**src/hdl/gdd_pkg.sv**
```systemverilog
// Shared types, constants and calendar tables for the Gregorian date difference block.
package gdd_pkg;

  localparam int unsigned YearW  = 14;
  localparam int unsigned MonthW = 4;
  localparam int unsigned DayW   = 5;
  localparam int unsigned CountW = 22;
  localparam int unsigned CodeW  = 3;

  localparam int unsigned InDataW  = 48;
  localparam int unsigned OutDataW = 48;

  // floor(v / 100) == (v * Div100Mul) >> Div100Shift for every v below 2**YearW.
  localparam logic [12:0] Div100Mul   = 13'd5243;
  localparam int unsigned Div100Shift = 19;
  localparam int unsigned ProdW       = YearW + 13;
  localparam int unsigned QuotW       = 8;

  localparam logic [MonthW-1:0] MonthFeb = 4'd2;
  localparam logic [MonthW-1:0] MonthMax = 4'd12;

  typedef enum logic [CodeW-1:0] {
    ErrOk    = 3'd0,
    ErrZero  = 3'd1,
    ErrRange = 3'd2,
    ErrOrder = 3'd3,
    ErrDay   = 3'd4
  } err_e;

  typedef struct packed {
    logic en1;
    logic en2;
  } stage_en_t;

  function automatic logic [DayW-1:0] month_len(input logic [MonthW-1:0] m);
    logic [DayW-1:0] len;
    case (m)
      4'd1, 4'd3, 4'd5, 4'd7, 4'd8, 4'd10, 4'd12: len = 5'd31;
      4'd4, 4'd6, 4'd9, 4'd11:                    len = 5'd30;
      4'd2:                                       len = 5'd28;
      default:                                    len = 5'd0;
    endcase
    return len;
  endfunction

  function automatic logic [8:0] days_before(input logic [MonthW-1:0] m);
    logic [8:0] n;
    case (m)
      4'd2:    n = 9'd31;
      4'd3:    n = 9'd59;
      4'd4:    n = 9'd90;
      4'd5:    n = 9'd120;
      4'd6:    n = 9'd151;
      4'd7:    n = 9'd181;
      4'd8:    n = 9'd212;
      4'd9:    n = 9'd243;
      4'd10:   n = 9'd273;
      4'd11:   n = 9'd304;
      4'd12:   n = 9'd334;
      default: n = 9'd0;
    endcase
    return n;
  endfunction

endpackage

```
**src/hdl/gdd_ordinal.sv**
```systemverilog
// Two-stage ordinal day number and day-of-month check for one date.
module gdd_ordinal (
  input  logic                             clk_i,
  input  gdd_pkg::stage_en_t               en_i,
  input  logic [gdd_pkg::YearW-1:0]        year_i,
  input  logic [gdd_pkg::MonthW-1:0]       month_i,
  input  logic [gdd_pkg::DayW-1:0]         day_i,
  output logic [gdd_pkg::CountW-1:0]       ordinal_o,
  output logic                             day_bad_o
);

  logic [gdd_pkg::YearW-1:0]  p;
  logic [gdd_pkg::ProdW-1:0]  prod_p, prod_y;
  logic [22:0]                p365_full;

  logic [gdd_pkg::YearW-1:0]  y_q, p_q;
  logic [gdd_pkg::MonthW-1:0] m_q;
  logic [gdd_pkg::DayW-1:0]   d_q;
  logic [gdd_pkg::CountW-1:0] p365_q;
  logic [gdd_pkg::QuotW-1:0]  q100p_q, q100y_q;

  logic [gdd_pkg::YearW-1:0]  rem100;
  logic                       leap;
  logic [gdd_pkg::DayW-1:0]   mlen;
  logic [gdd_pkg::CountW-1:0] ordinal_d;

  logic [gdd_pkg::CountW-1:0] ordinal_q;
  logic                       day_bad_q;

  assign p         = year_i - gdd_pkg::YearW'(1);
  assign prod_p    = gdd_pkg::ProdW'(p) * gdd_pkg::ProdW'(gdd_pkg::Div100Mul);
  assign prod_y    = gdd_pkg::ProdW'(year_i) * gdd_pkg::ProdW'(gdd_pkg::Div100Mul);
  assign p365_full = 23'(p) * 23'd365;

  always_ff @(posedge clk_i) begin
    if (en_i.en1) begin
      y_q     <= year_i;
      p_q     <= p;
      m_q     <= month_i;
      d_q     <= day_i;
      p365_q  <= p365_full[gdd_pkg::CountW-1:0];
      q100p_q <= prod_p[gdd_pkg::Div100Shift +: gdd_pkg::QuotW];
      q100y_q <= prod_y[gdd_pkg::Div100Shift +: gdd_pkg::QuotW];
    end
  end

  assign rem100 = y_q - gdd_pkg::YearW'(gdd_pkg::YearW'(q100y_q) * gdd_pkg::YearW'(100));
  assign leap   = (y_q[1:0] == 2'b00) && ((rem100 != '0) || (q100y_q[1:0] == 2'b00));
  assign mlen   = gdd_pkg::month_len(m_q)
                + gdd_pkg::DayW'((m_q == gdd_pkg::MonthFeb) && leap);

  assign ordinal_d = p365_q
                   + gdd_pkg::CountW'(p_q >> 2)
                   - gdd_pkg::CountW'(q100p_q)
                   + gdd_pkg::CountW'(q100p_q >> 2)
                   + gdd_pkg::CountW'(gdd_pkg::days_before(m_q))
                   + gdd_pkg::CountW'(leap && (m_q > gdd_pkg::MonthFeb))
                   + gdd_pkg::CountW'(d_q);

  always_ff @(posedge clk_i) begin
    if (en_i.en2) begin
      ordinal_q <= ordinal_d;
      day_bad_q <= d_q > mlen;
    end
  end

  assign ordinal_o = ordinal_q;
  assign day_bad_o = day_bad_q;

endmodule

```
**src/hdl/gregorian_date_difference.sv**
```systemverilog
// Top level of the Gregorian date difference block: validation, ordinals and day counts.
//
//   Channel   Direction  Beat contents
//   s_axis    in         one begin/end date pair
//   m_axis    out        error code and both day counts
//
// Each beat passes through the pipeline stages in order: zero, range and order checks with
// the year products, ordinal assembly with the month length, then subtraction and result.
// A new beat is accepted every cycle while the output side keeps up.
// A stall at the output holds each stage in place; empty stages still fill.
// Reset clears only the stage valid bits.
module gregorian_date_difference #(
  parameter int unsigned MAX_YEAR = 9999
) (
  input  logic                           clk_i,
  input  logic                           rst_ni,
  input  logic                           s_axis_tvalid_i,
  output logic                           s_axis_tready_o,
  // begin_year[13:0], begin_month[17:14], begin_day[22:18],
  // end_year[36:23], end_month[40:37], end_day[45:41], zero fill[47:46]
  input  logic [gdd_pkg::InDataW-1:0]    s_axis_tdata_i,
  output logic                           m_axis_tvalid_o,
  input  logic                           m_axis_tready_i,
  // error_code[2:0], days_inclusive[24:3], days_exclusive[46:25], zero fill[47]
  output logic [gdd_pkg::OutDataW-1:0]   m_axis_tdata_o
);

  localparam logic [15:0] MaxYear = 16'(MAX_YEAR);

  logic [gdd_pkg::YearW-1:0]  by, ey;
  logic [gdd_pkg::MonthW-1:0] bm, em;
  logic [gdd_pkg::DayW-1:0]   bd, ed;

  assign by = s_axis_tdata_i[13:0];
  assign bm = s_axis_tdata_i[17:14];
  assign bd = s_axis_tdata_i[22:18];
  assign ey = s_axis_tdata_i[36:23];
  assign em = s_axis_tdata_i[40:37];
  assign ed = s_axis_tdata_i[45:41];

  logic v1_q, v2_q, v3_q;
  logic rdy1, rdy2, rdy3;
  gdd_pkg::stage_en_t en;

  assign rdy3   = !v3_q || m_axis_tready_i;
  assign rdy2   = !v2_q || rdy3;
  assign rdy1   = !v1_q || rdy2;
  assign en.en1 = rdy1;
  assign en.en2 = rdy2;
  assign s_axis_tready_o = rdy1;

  always_ff @(posedge clk_i or negedge rst_ni) begin
    if (!rst_ni) begin
      v1_q <= 1'b0;
      v2_q <= 1'b0;
      v3_q <= 1'b0;
    end else begin
      if (rdy1) v1_q <= s_axis_tvalid_i;
      if (rdy2) v2_q <= v1_q;
      if (rdy3) v3_q <= v2_q;
    end
  end

  logic zero_d, range_d, order_d;
  logic zero1_q, range1_q, order1_q;
  logic zero2_q, range2_q, order2_q;

  assign zero_d  = (by == '0) || (bm == '0) || (bd == '0)
                || (ey == '0) || (em == '0) || (ed == '0);
  assign range_d = (bm > gdd_pkg::MonthMax) || (em > gdd_pkg::MonthMax)
                || (16'(by) > MaxYear) || (16'(ey) > MaxYear);
  assign order_d = (ey < by) || ((ey == by) && ((em < bm) || ((em == bm) && (ed < bd))));

  always_ff @(posedge clk_i) begin
    if (rdy1) begin
      zero1_q  <= zero_d;
      range1_q <= range_d;
      order1_q <= order_d;
    end
    if (rdy2) begin
      zero2_q  <= zero1_q;
      range2_q <= range1_q;
      order2_q <= order1_q;
    end
  end

  logic [gdd_pkg::CountW-1:0] ord_b, ord_e;
  logic                       day_bad_b, day_bad_e;

  gdd_ordinal u_ord_begin (
    .clk_i     (clk_i),
    .en_i      (en),
    .year_i    (by),
    .month_i   (bm),
    .day_i     (bd),
    .ordinal_o (ord_b),
    .day_bad_o (day_bad_b)
  );

  gdd_ordinal u_ord_end (
    .clk_i     (clk_i),
    .en_i      (en),
    .year_i    (ey),
    .month_i   (em),
    .day_i     (ed),
    .ordinal_o (ord_e),
    .day_bad_o (day_bad_e)
  );

  gdd_pkg::err_e              code_d;
  logic [gdd_pkg::CountW-1:0] diff, incl_d, excl_d;

  always_comb begin
    if (zero2_q) begin
      code_d = gdd_pkg::ErrZero;
    end else if (range2_q) begin
      code_d = gdd_pkg::ErrRange;
    end else if (order2_q) begin
      code_d = gdd_pkg::ErrOrder;
    end else if (day_bad_b || day_bad_e) begin
      code_d = gdd_pkg::ErrDay;
    end else begin
      code_d = gdd_pkg::ErrOk;
    end
  end

  assign diff   = ord_e - ord_b;
  assign excl_d = (code_d == gdd_pkg::ErrOk) ? diff : '0;
  assign incl_d = (code_d == gdd_pkg::ErrOk) ? diff + gdd_pkg::CountW'(1) : '0;

  gdd_pkg::err_e              code_q;
  logic [gdd_pkg::CountW-1:0] incl_q, excl_q;

  always_ff @(posedge clk_i) begin
    if (rdy3) begin
      code_q <= code_d;
      incl_q <= incl_d;
      excl_q <= excl_d;
    end
  end

  assign m_axis_tvalid_o = v3_q;
  assign m_axis_tdata_o  = {1'b0, excl_q, incl_q, code_q};

endmodule

```
**config.mk**
```make
export PLATFORM = sky130hd
export DESIGN_NAME = gregorian_date_difference
export DESIGN_NICKNAME = d
export VERILOG_FILES = /design/src/hdl/gdd_pkg.sv /design/src/hdl/gdd_ordinal.sv /design/src/hdl/gregorian_date_difference.sv
export SDC_FILE = /design/constraint.sdc
export NUM_CORES = 2
export LEC_CHECK = 0
export BUFFER_PORTS_ARGS = -buffer_cell sky130_fd_sc_hd__buf_2
export CELL_PAD_IN_SITES_DETAIL_PLACEMENT = 1
export CELL_PAD_IN_SITES_GLOBAL_PLACEMENT = 2
export CORE_UTILIZATION = 32
export CTS_BUF_LIST = sky130_fd_sc_hd__clkbuf_4 sky130_fd_sc_hd__clkbuf_8
export CTS_CLUSTER_DIAMETER = 150
export DETAILED_ROUTE_END_ITERATION = 8
export HOLD_SLACK_MARGIN = 0.12
export PLACE_DENSITY_LB_ADDON = 0.1
export SLEW_MARGIN = 25
export SYNTH_ARGS = -nofsm -noshare
export SYNTH_HDL_FRONTEND = slang
export SYNTH_SLANG_ARGS = --single-unit
export TNS_END_PERCENT = 1
```
**constraint.sdc**
```tcl
create_clock -name clk_i -period 11.04 [get_ports clk_i]
set_input_delay 2.208 -clock clk_i [delete_from_list [all_inputs] [get_ports clk_i]]
set_output_delay 2.208 -clock clk_i [all_outputs]
set_load 0.005 [all_outputs]
```
[Word level (Yosys, flattened, before mapping)]
Memories as Yosys holds them, arrays and structs flattened. A register that Yosys moved wholly into a read port is not among the register bits.
Cells that the tools add are included.
Cells by class
  shift-type cells: 0
  reduce and logical (&&, ||, !) cells: 40
  bitwise operators: 0
  muxes and demuxes: 8
  order comparisons: 11
  multipliers: 8
  add/sub/neg operators: 20
  equal/unequal tests: 4
  divide/modulo/power cells: 0
Operators with widths (count)
  14-bit by 13-bit multiplier with 27-bit output, second input constant: 4
  22-bit by 1-bit adder with 22-bit output: 2
  22-bit by 12-bit adder with 22-bit output: 2
  22-bit by 5-bit adder with 22-bit output: 2
  22-bit by 6-bit adder with 22-bit output: 2
  22-bit by 9-bit adder with 22-bit output: 2
  14-bit by 9-bit multiplier with 22-bit output, second input constant: 2
  22-bit by 8-bit subtractor with 22-bit output: 2
  14-bit greater-than comparator, second input constant: 2
  14-bit logical NOT: 2
  14-bit nonzero test: 2
  14-bit by 1-bit subtractor with 14-bit output, second input constant: 2
  14-bit subtractor: 2
  8-bit by 5-bit multiplier with 12-bit output, second input constant: 2
  22-bit by 1-bit adder with 22-bit output, second input constant: 1
  22-bit subtractor: 1
  1-bit logical OR: 16
  4-bit two-way mux: 4
  14-bit equality test: 1
  14-bit less-than comparator: 1
  3-bit two-way mux: 4
  5-bit by 1-bit adder with 5-bit output: 2
  5-bit greater-than comparator: 2
  5-bit logical NOT: 2
  11 further kinds: 27
Word-level totals
  output and inout bits: 50
  input bits: 52
  memories: 4
  latch bits: 0
  flip-flop bits (word level): 252
  bits in read-only memories: 448
  RAM bits: 0
Memory list
  (no name shown): depth 16, bits a word 9, rd ports 1, clocked after memory_dff 1, wr ports 0, RTL line gdd_pkg.sv:48  | case (m)
  (no name shown): depth 16, bits a word 9, rd ports 1, clocked after memory_dff 1, wr ports 0, RTL line gdd_pkg.sv:48
  (no name shown): depth 16, bits a word 5, rd ports 1, clocked after memory_dff 1, wr ports 0, RTL line gdd_pkg.sv:37  | case (m)
  (no name shown): depth 16, bits a word 5, rd ports 1, clocked after memory_dff 1, wr ports 0, RTL line gdd_pkg.sv:37

[Logic depth before layout (Yosys ltp)]
  depth in word-level cells: 8
  gate-level depth with buffers: 32

[By module]
From an unflattened synthesis, not the netlist that was laid out.
Second synthesis, totals
  cell total of the unflattened synthesis: 3389
  area, all modules: 35502.8 um2
By module, submodules not included
  gdd_ordinal (u_ord_end): instances 1, cells an instance 1476, area an instance 15650.0 um2
  gdd_ordinal (u_ord_begin): instances 1, cells an instance 1435, area an instance 15394.8 um2
  gregorian_date_difference: instances 1, cells an instance 478, area an instance 4458.0 um2

[Least setup slack after synthesis]
Ideal clock, no wire load.
  path type: input -> register
  start point: input m_axis_tready_i
  end point: register with a tool-made name
  path slack: 1.865 ns
  setup time: 0.152 ns
  buffers on the path: 1
  stages on the path: 7
  data required time: 10.888 ns
  arrival: 9.022 ns
  cell sequence: nor2b_1 > nand3_1 > buf_1 > mux2i_1 > ha_1 > nor3_1 > a21oi_1
RTL lines
  from (decl): RTL line gregorian_date_difference.sv:23  | input logic m_axis_tready_i,

[Final worst setup path]
  start point: input s_axis_tdata_i[24] (netlist bit)
  end point: register u_ord_end.q100p_q[7] (netlist bit), data pin
Between the ends
  word-level cells in the longest chain between the ends: 2
RTL lines
  from (decl): RTL line gregorian_date_difference.sv:21  | input logic [gdd_pkg::InDataW-1:0] s_axis_tdata_i,
  14-bit by 1-bit subtractor with 14-bit output: RTL line gdd_ordinal.sv:30  | assign p = year_i - gdd_pkg::YearW'(1);
  via u_ord_end.p (one bit): RTL line gdd_ordinal.sv:12  | logic [gdd_pkg::YearW-1:0] p;
  14-bit by 13-bit multiplier with 27-bit output: RTL line gdd_ordinal.sv:31  | assign prod_p = gdd_pkg::ProdW'(p) * gdd_pkg::ProdW'(gdd_pkg::Div100Mul);
  via u_ord_end.prod_p (one bit): RTL line gdd_ordinal.sv:13  | logic [gdd_pkg::ProdW-1:0] prod_p, prod_y;
  to (signal assigned): RTL line gdd_ordinal.sv:42  | q100p_q <= prod_p[gdd_pkg::Div100Shift +: gdd_pkg::QuotW];
  to (decl): RTL line gdd_ordinal.sv:20  | logic [gdd_pkg::QuotW-1:0] q100p_q, q100y_q;
The timed path passes the listed nets, and every way through them passes these cells.
A chain may end at the register's enable or synchronous reset.

==> out/summary.txt <==
Critical path class = in2reg
Yosys warning count = 0
CP max FO = 9
Synth unique cells = 83
Row cnt = 121
CP Data Arrival Time = 9.40 ns
Core Region = 0.1089 sq mm
R2R Setup Slk = 3.29 ns
Final clock skew = 0.06384 ns
Setup TNS = 0 ns
Clock transition at the registers of the reported paths = 0.06 ns
Worst-Skew Late Latency = 0.69 ns
Area after DPL = 0.03761 sq mm
Unrepaired setup endpoints after global routing = false
Finished Core Util = 35.77%
Die W = 333.5 um
CTS resizes = 0
Remaining antenna violation count after routing = 0
Fin crit share = 81.19%
Fill cells = 12131
Total routed wirelength = 90510 um
Initial antenna violation count = 9
Ports = 102
Number of flops mapped to enable cells by yosys = 245
Max Buffers Root-to-Sink = 3
Hpwl dp = 77790 um
CP bufs+invs = 5
Crit path top cell by count = fa_1
Routability Congestion = 0.8410
Largest stage delay, worst path = 0.59 ns
Die area = 0.1112 sq mm
Drt wl/cell = 18.19 um
Tot GR Track Use = 16.90%
Slowest-stage cell, CP = fa_1
Clock buffer count from CTS = 54
Via count = 23259
Syn nets = 4534
Outcome = finished clean
H-tree depth = 2
Post-Synthesis Cells = 3342
Endpoints failing setup = 0
Initial core utilization = 32.30%
Final instance area = 0.03894 sq mm
Clk sinks = 272
Pins over their slew limit = 0
Post-synth top flop = edfxtp_1
Remaining Overflow, GRT = 0
Share of cells above drive strength 1 = 7.757%
Async set-reset flop share out of synthesis = 1.103%
First-pass DRT Iterations = 4
Final Hold Fails = 0
FF/Latch Area = 0.007913 sq mm
Largest net degree at the start of global routing = 113
Nets = 4704
Post-CTS Hold Fix Bufs = 0
Area growth syn-to-layout = 10.77%
Multi-input logic area = 0.02403 sq mm
Sequential fraction of the synthesis area = 22.51%
Post-route minimum period = 8.963 ns
F_max = 111.6 MHz
Delay-heaviest family, CP = adder cells
Worst EP required = 11.48 ns
Avg Inst Size Synth = 10.52 sq um
Vias in the first global route = 26530
Post-Syn Area = 0.03515 sq mm
Max transition margin = 30.87%
First-pass GRT wire length = 147300 um
Max-Cap Viols = 0
CTS tree = yes
Die Span Y = 333.5 um
Actual slew at the worst max-slew pin = 1.028 ns
Critical path startpoint category = input pin
Port Buffer Count = 98
Worst Hold Class = reg2reg
Post-route DRC violation count = 0
Clock tree root driver cell = clkbuf_8
Setup Fix Bufs, Post-CTS = 0
Vias per inst = 4.675
DR iter-0 viols = 728
Crit. End Element = register
#FFs+latches synth = 272
## area by class of cell
class / count / share of cell area (%)
repair buffers: 128 / 1.870
flip-flops and latches: 272 / 20.32
inverters: 845 / 8.149
multi-input cells: 2211 / 61.71
clock buffers: 77 / 2.464
diodes: 3 / 0.01928
well taps: 1414 / 4.543
clock inverters: 25 / 0.9286
## layer usage
| layer | global-route usage [%] | routed length (um) | vias to the layer above |
|---|---|---|---|
| li1 | - | - | 11311 |
| met1 | 22.79 | 43210 | 11614 |
| met2 | 28.83 | 43160 | 219 |
| met3 | 2.082 | 2307 | 101 |
| met4 | 3.618 | 1731 | 14 |
| met5 | 0 | 98 | - |
## cells in the mapped netlist (all sizes together), types with 8 or more instances
master	instances	area share, %
a21boi	14	0.30
fa	397	23
nor2b	36	0.64
nand3	39	0.58
nor4	16	0.36
edfxtp	245	21
or3	9	0.16
dfxtp	24	1.4
inv	845	9.0
xnor2	132	3.3
o211ai	15	0.33
nand2b	25	0.44
nor2	134	1.4
nor3	39	0.62
ha	743	26
o21a	18	0.38
or2	12	0.21
a21oi	116	1.7
nand2	97	1.0
mux2i	10	0.28
o21ai	80	1.1
and2	10	0.18
nand4	24	0.43
xor2	54	1.3
clkbuf	8	0.085
and3	17	0.30
a211oi	16	0.36
a21o	44	0.94
or4	10	0.22
o21bai	14	0.31
a31oi	20	0.36
## cell usage in the layout (no fill, tap or decap), types with 12 or more instances in the layout
cell type,count
nor4_1,13
nor3_1,36
a21o_1,44
a21oi_1,114
a211oi_1,15
or2_2,12
xor2_1,54
clkbuf_8,61
o21bai_1,13
xnor2_1,132
ha_1,743
o21ai_0,71
nand2_1,96
nand4_1,24
fa_1,397
edfxtp_1,245
inv_1,844
dfxtp_1,24
o211ai_1,14
nand3_1,36
buf_2,98
a31oi_1,20
clkbuf_4,16
nor2b_1,36
o21a_1,18
nor2_1,133
buf_4,29
nand2b_1,25
and3_1,17
## path summary, 6_finish.rpt
kind	start	to	cells past startpoint
setup / recovery	s_axis_tdata_i[24]	u_ord_end.q100p_q[7]	26
hold / removal	range1_q	range2_q	0
setup reg to reg	u_ord_end.q100y_q[1]	u_ord_end.ordinal_o[21]	30
hold reg to reg	range1_q	range2_q	0
max in group asynchronous	rst_ni	v2_q	1
min in group asynchronous	rst_ni	m_axis_tvalid_o	1
## kinds of logic (layout without fill, tap and decap cells)
| logic type | count (synthesis) | count (layout) | share of synthesized area [%] |
|---|---|---|---|
| xor+xnor | 187 | 187 | 4.702 |
| other cells | 1 | 4 | 0.01067 |
| flops | 272 | 272 | 22.51 |
| fa+ha+maj | 1140 | 1140 | 49.05 |
| compound gates | 389 | 389 | 7.214 |
| simple gates | 482 | 482 | 6.969 |
| mux | 12 | 12 | 0.3488 |
| buf+inv | 859 | 1075 | 9.197 |
## sequential cells by signal, summed over array words and instances, names as in the netlist, 5 cells and up, named ones only
register and cells:
u_ord_end.q100y_q 8, u_ord_begin.q100p_q 8, u_ord_begin.q100y_q 8, u_ord_begin.ordinal_o 22
u_ord_end.q100p_q 8, u_ord_end.d_q 5, incl_q 22, u_ord_begin.y_q 14
u_ord_begin.d_q 5, u_ord_end.p_q 14, u_ord_begin.p365_q 22, u_ord_end.y_q 14
u_ord_end.p365_q 20, u_ord_end.ordinal_o 22, excl_q 22, u_ord_begin.p_q 12
## stage by stage
step	hold WS, ns	worst slack, ns	cells
after floorplan	0.4003	1.865	3342
after global routing	0.4271	1.489	4973
final	0.4173	2.077	4975
after CTS	0.4197	1.960	4972
after global placement	0.4052	1.333	4870
after detailed placement	0.4056	1.227	4870
Power is left out: the tool's default activity adds up to more than one toggle a clock period on the data nets, which glitch-free logic cannot reach.
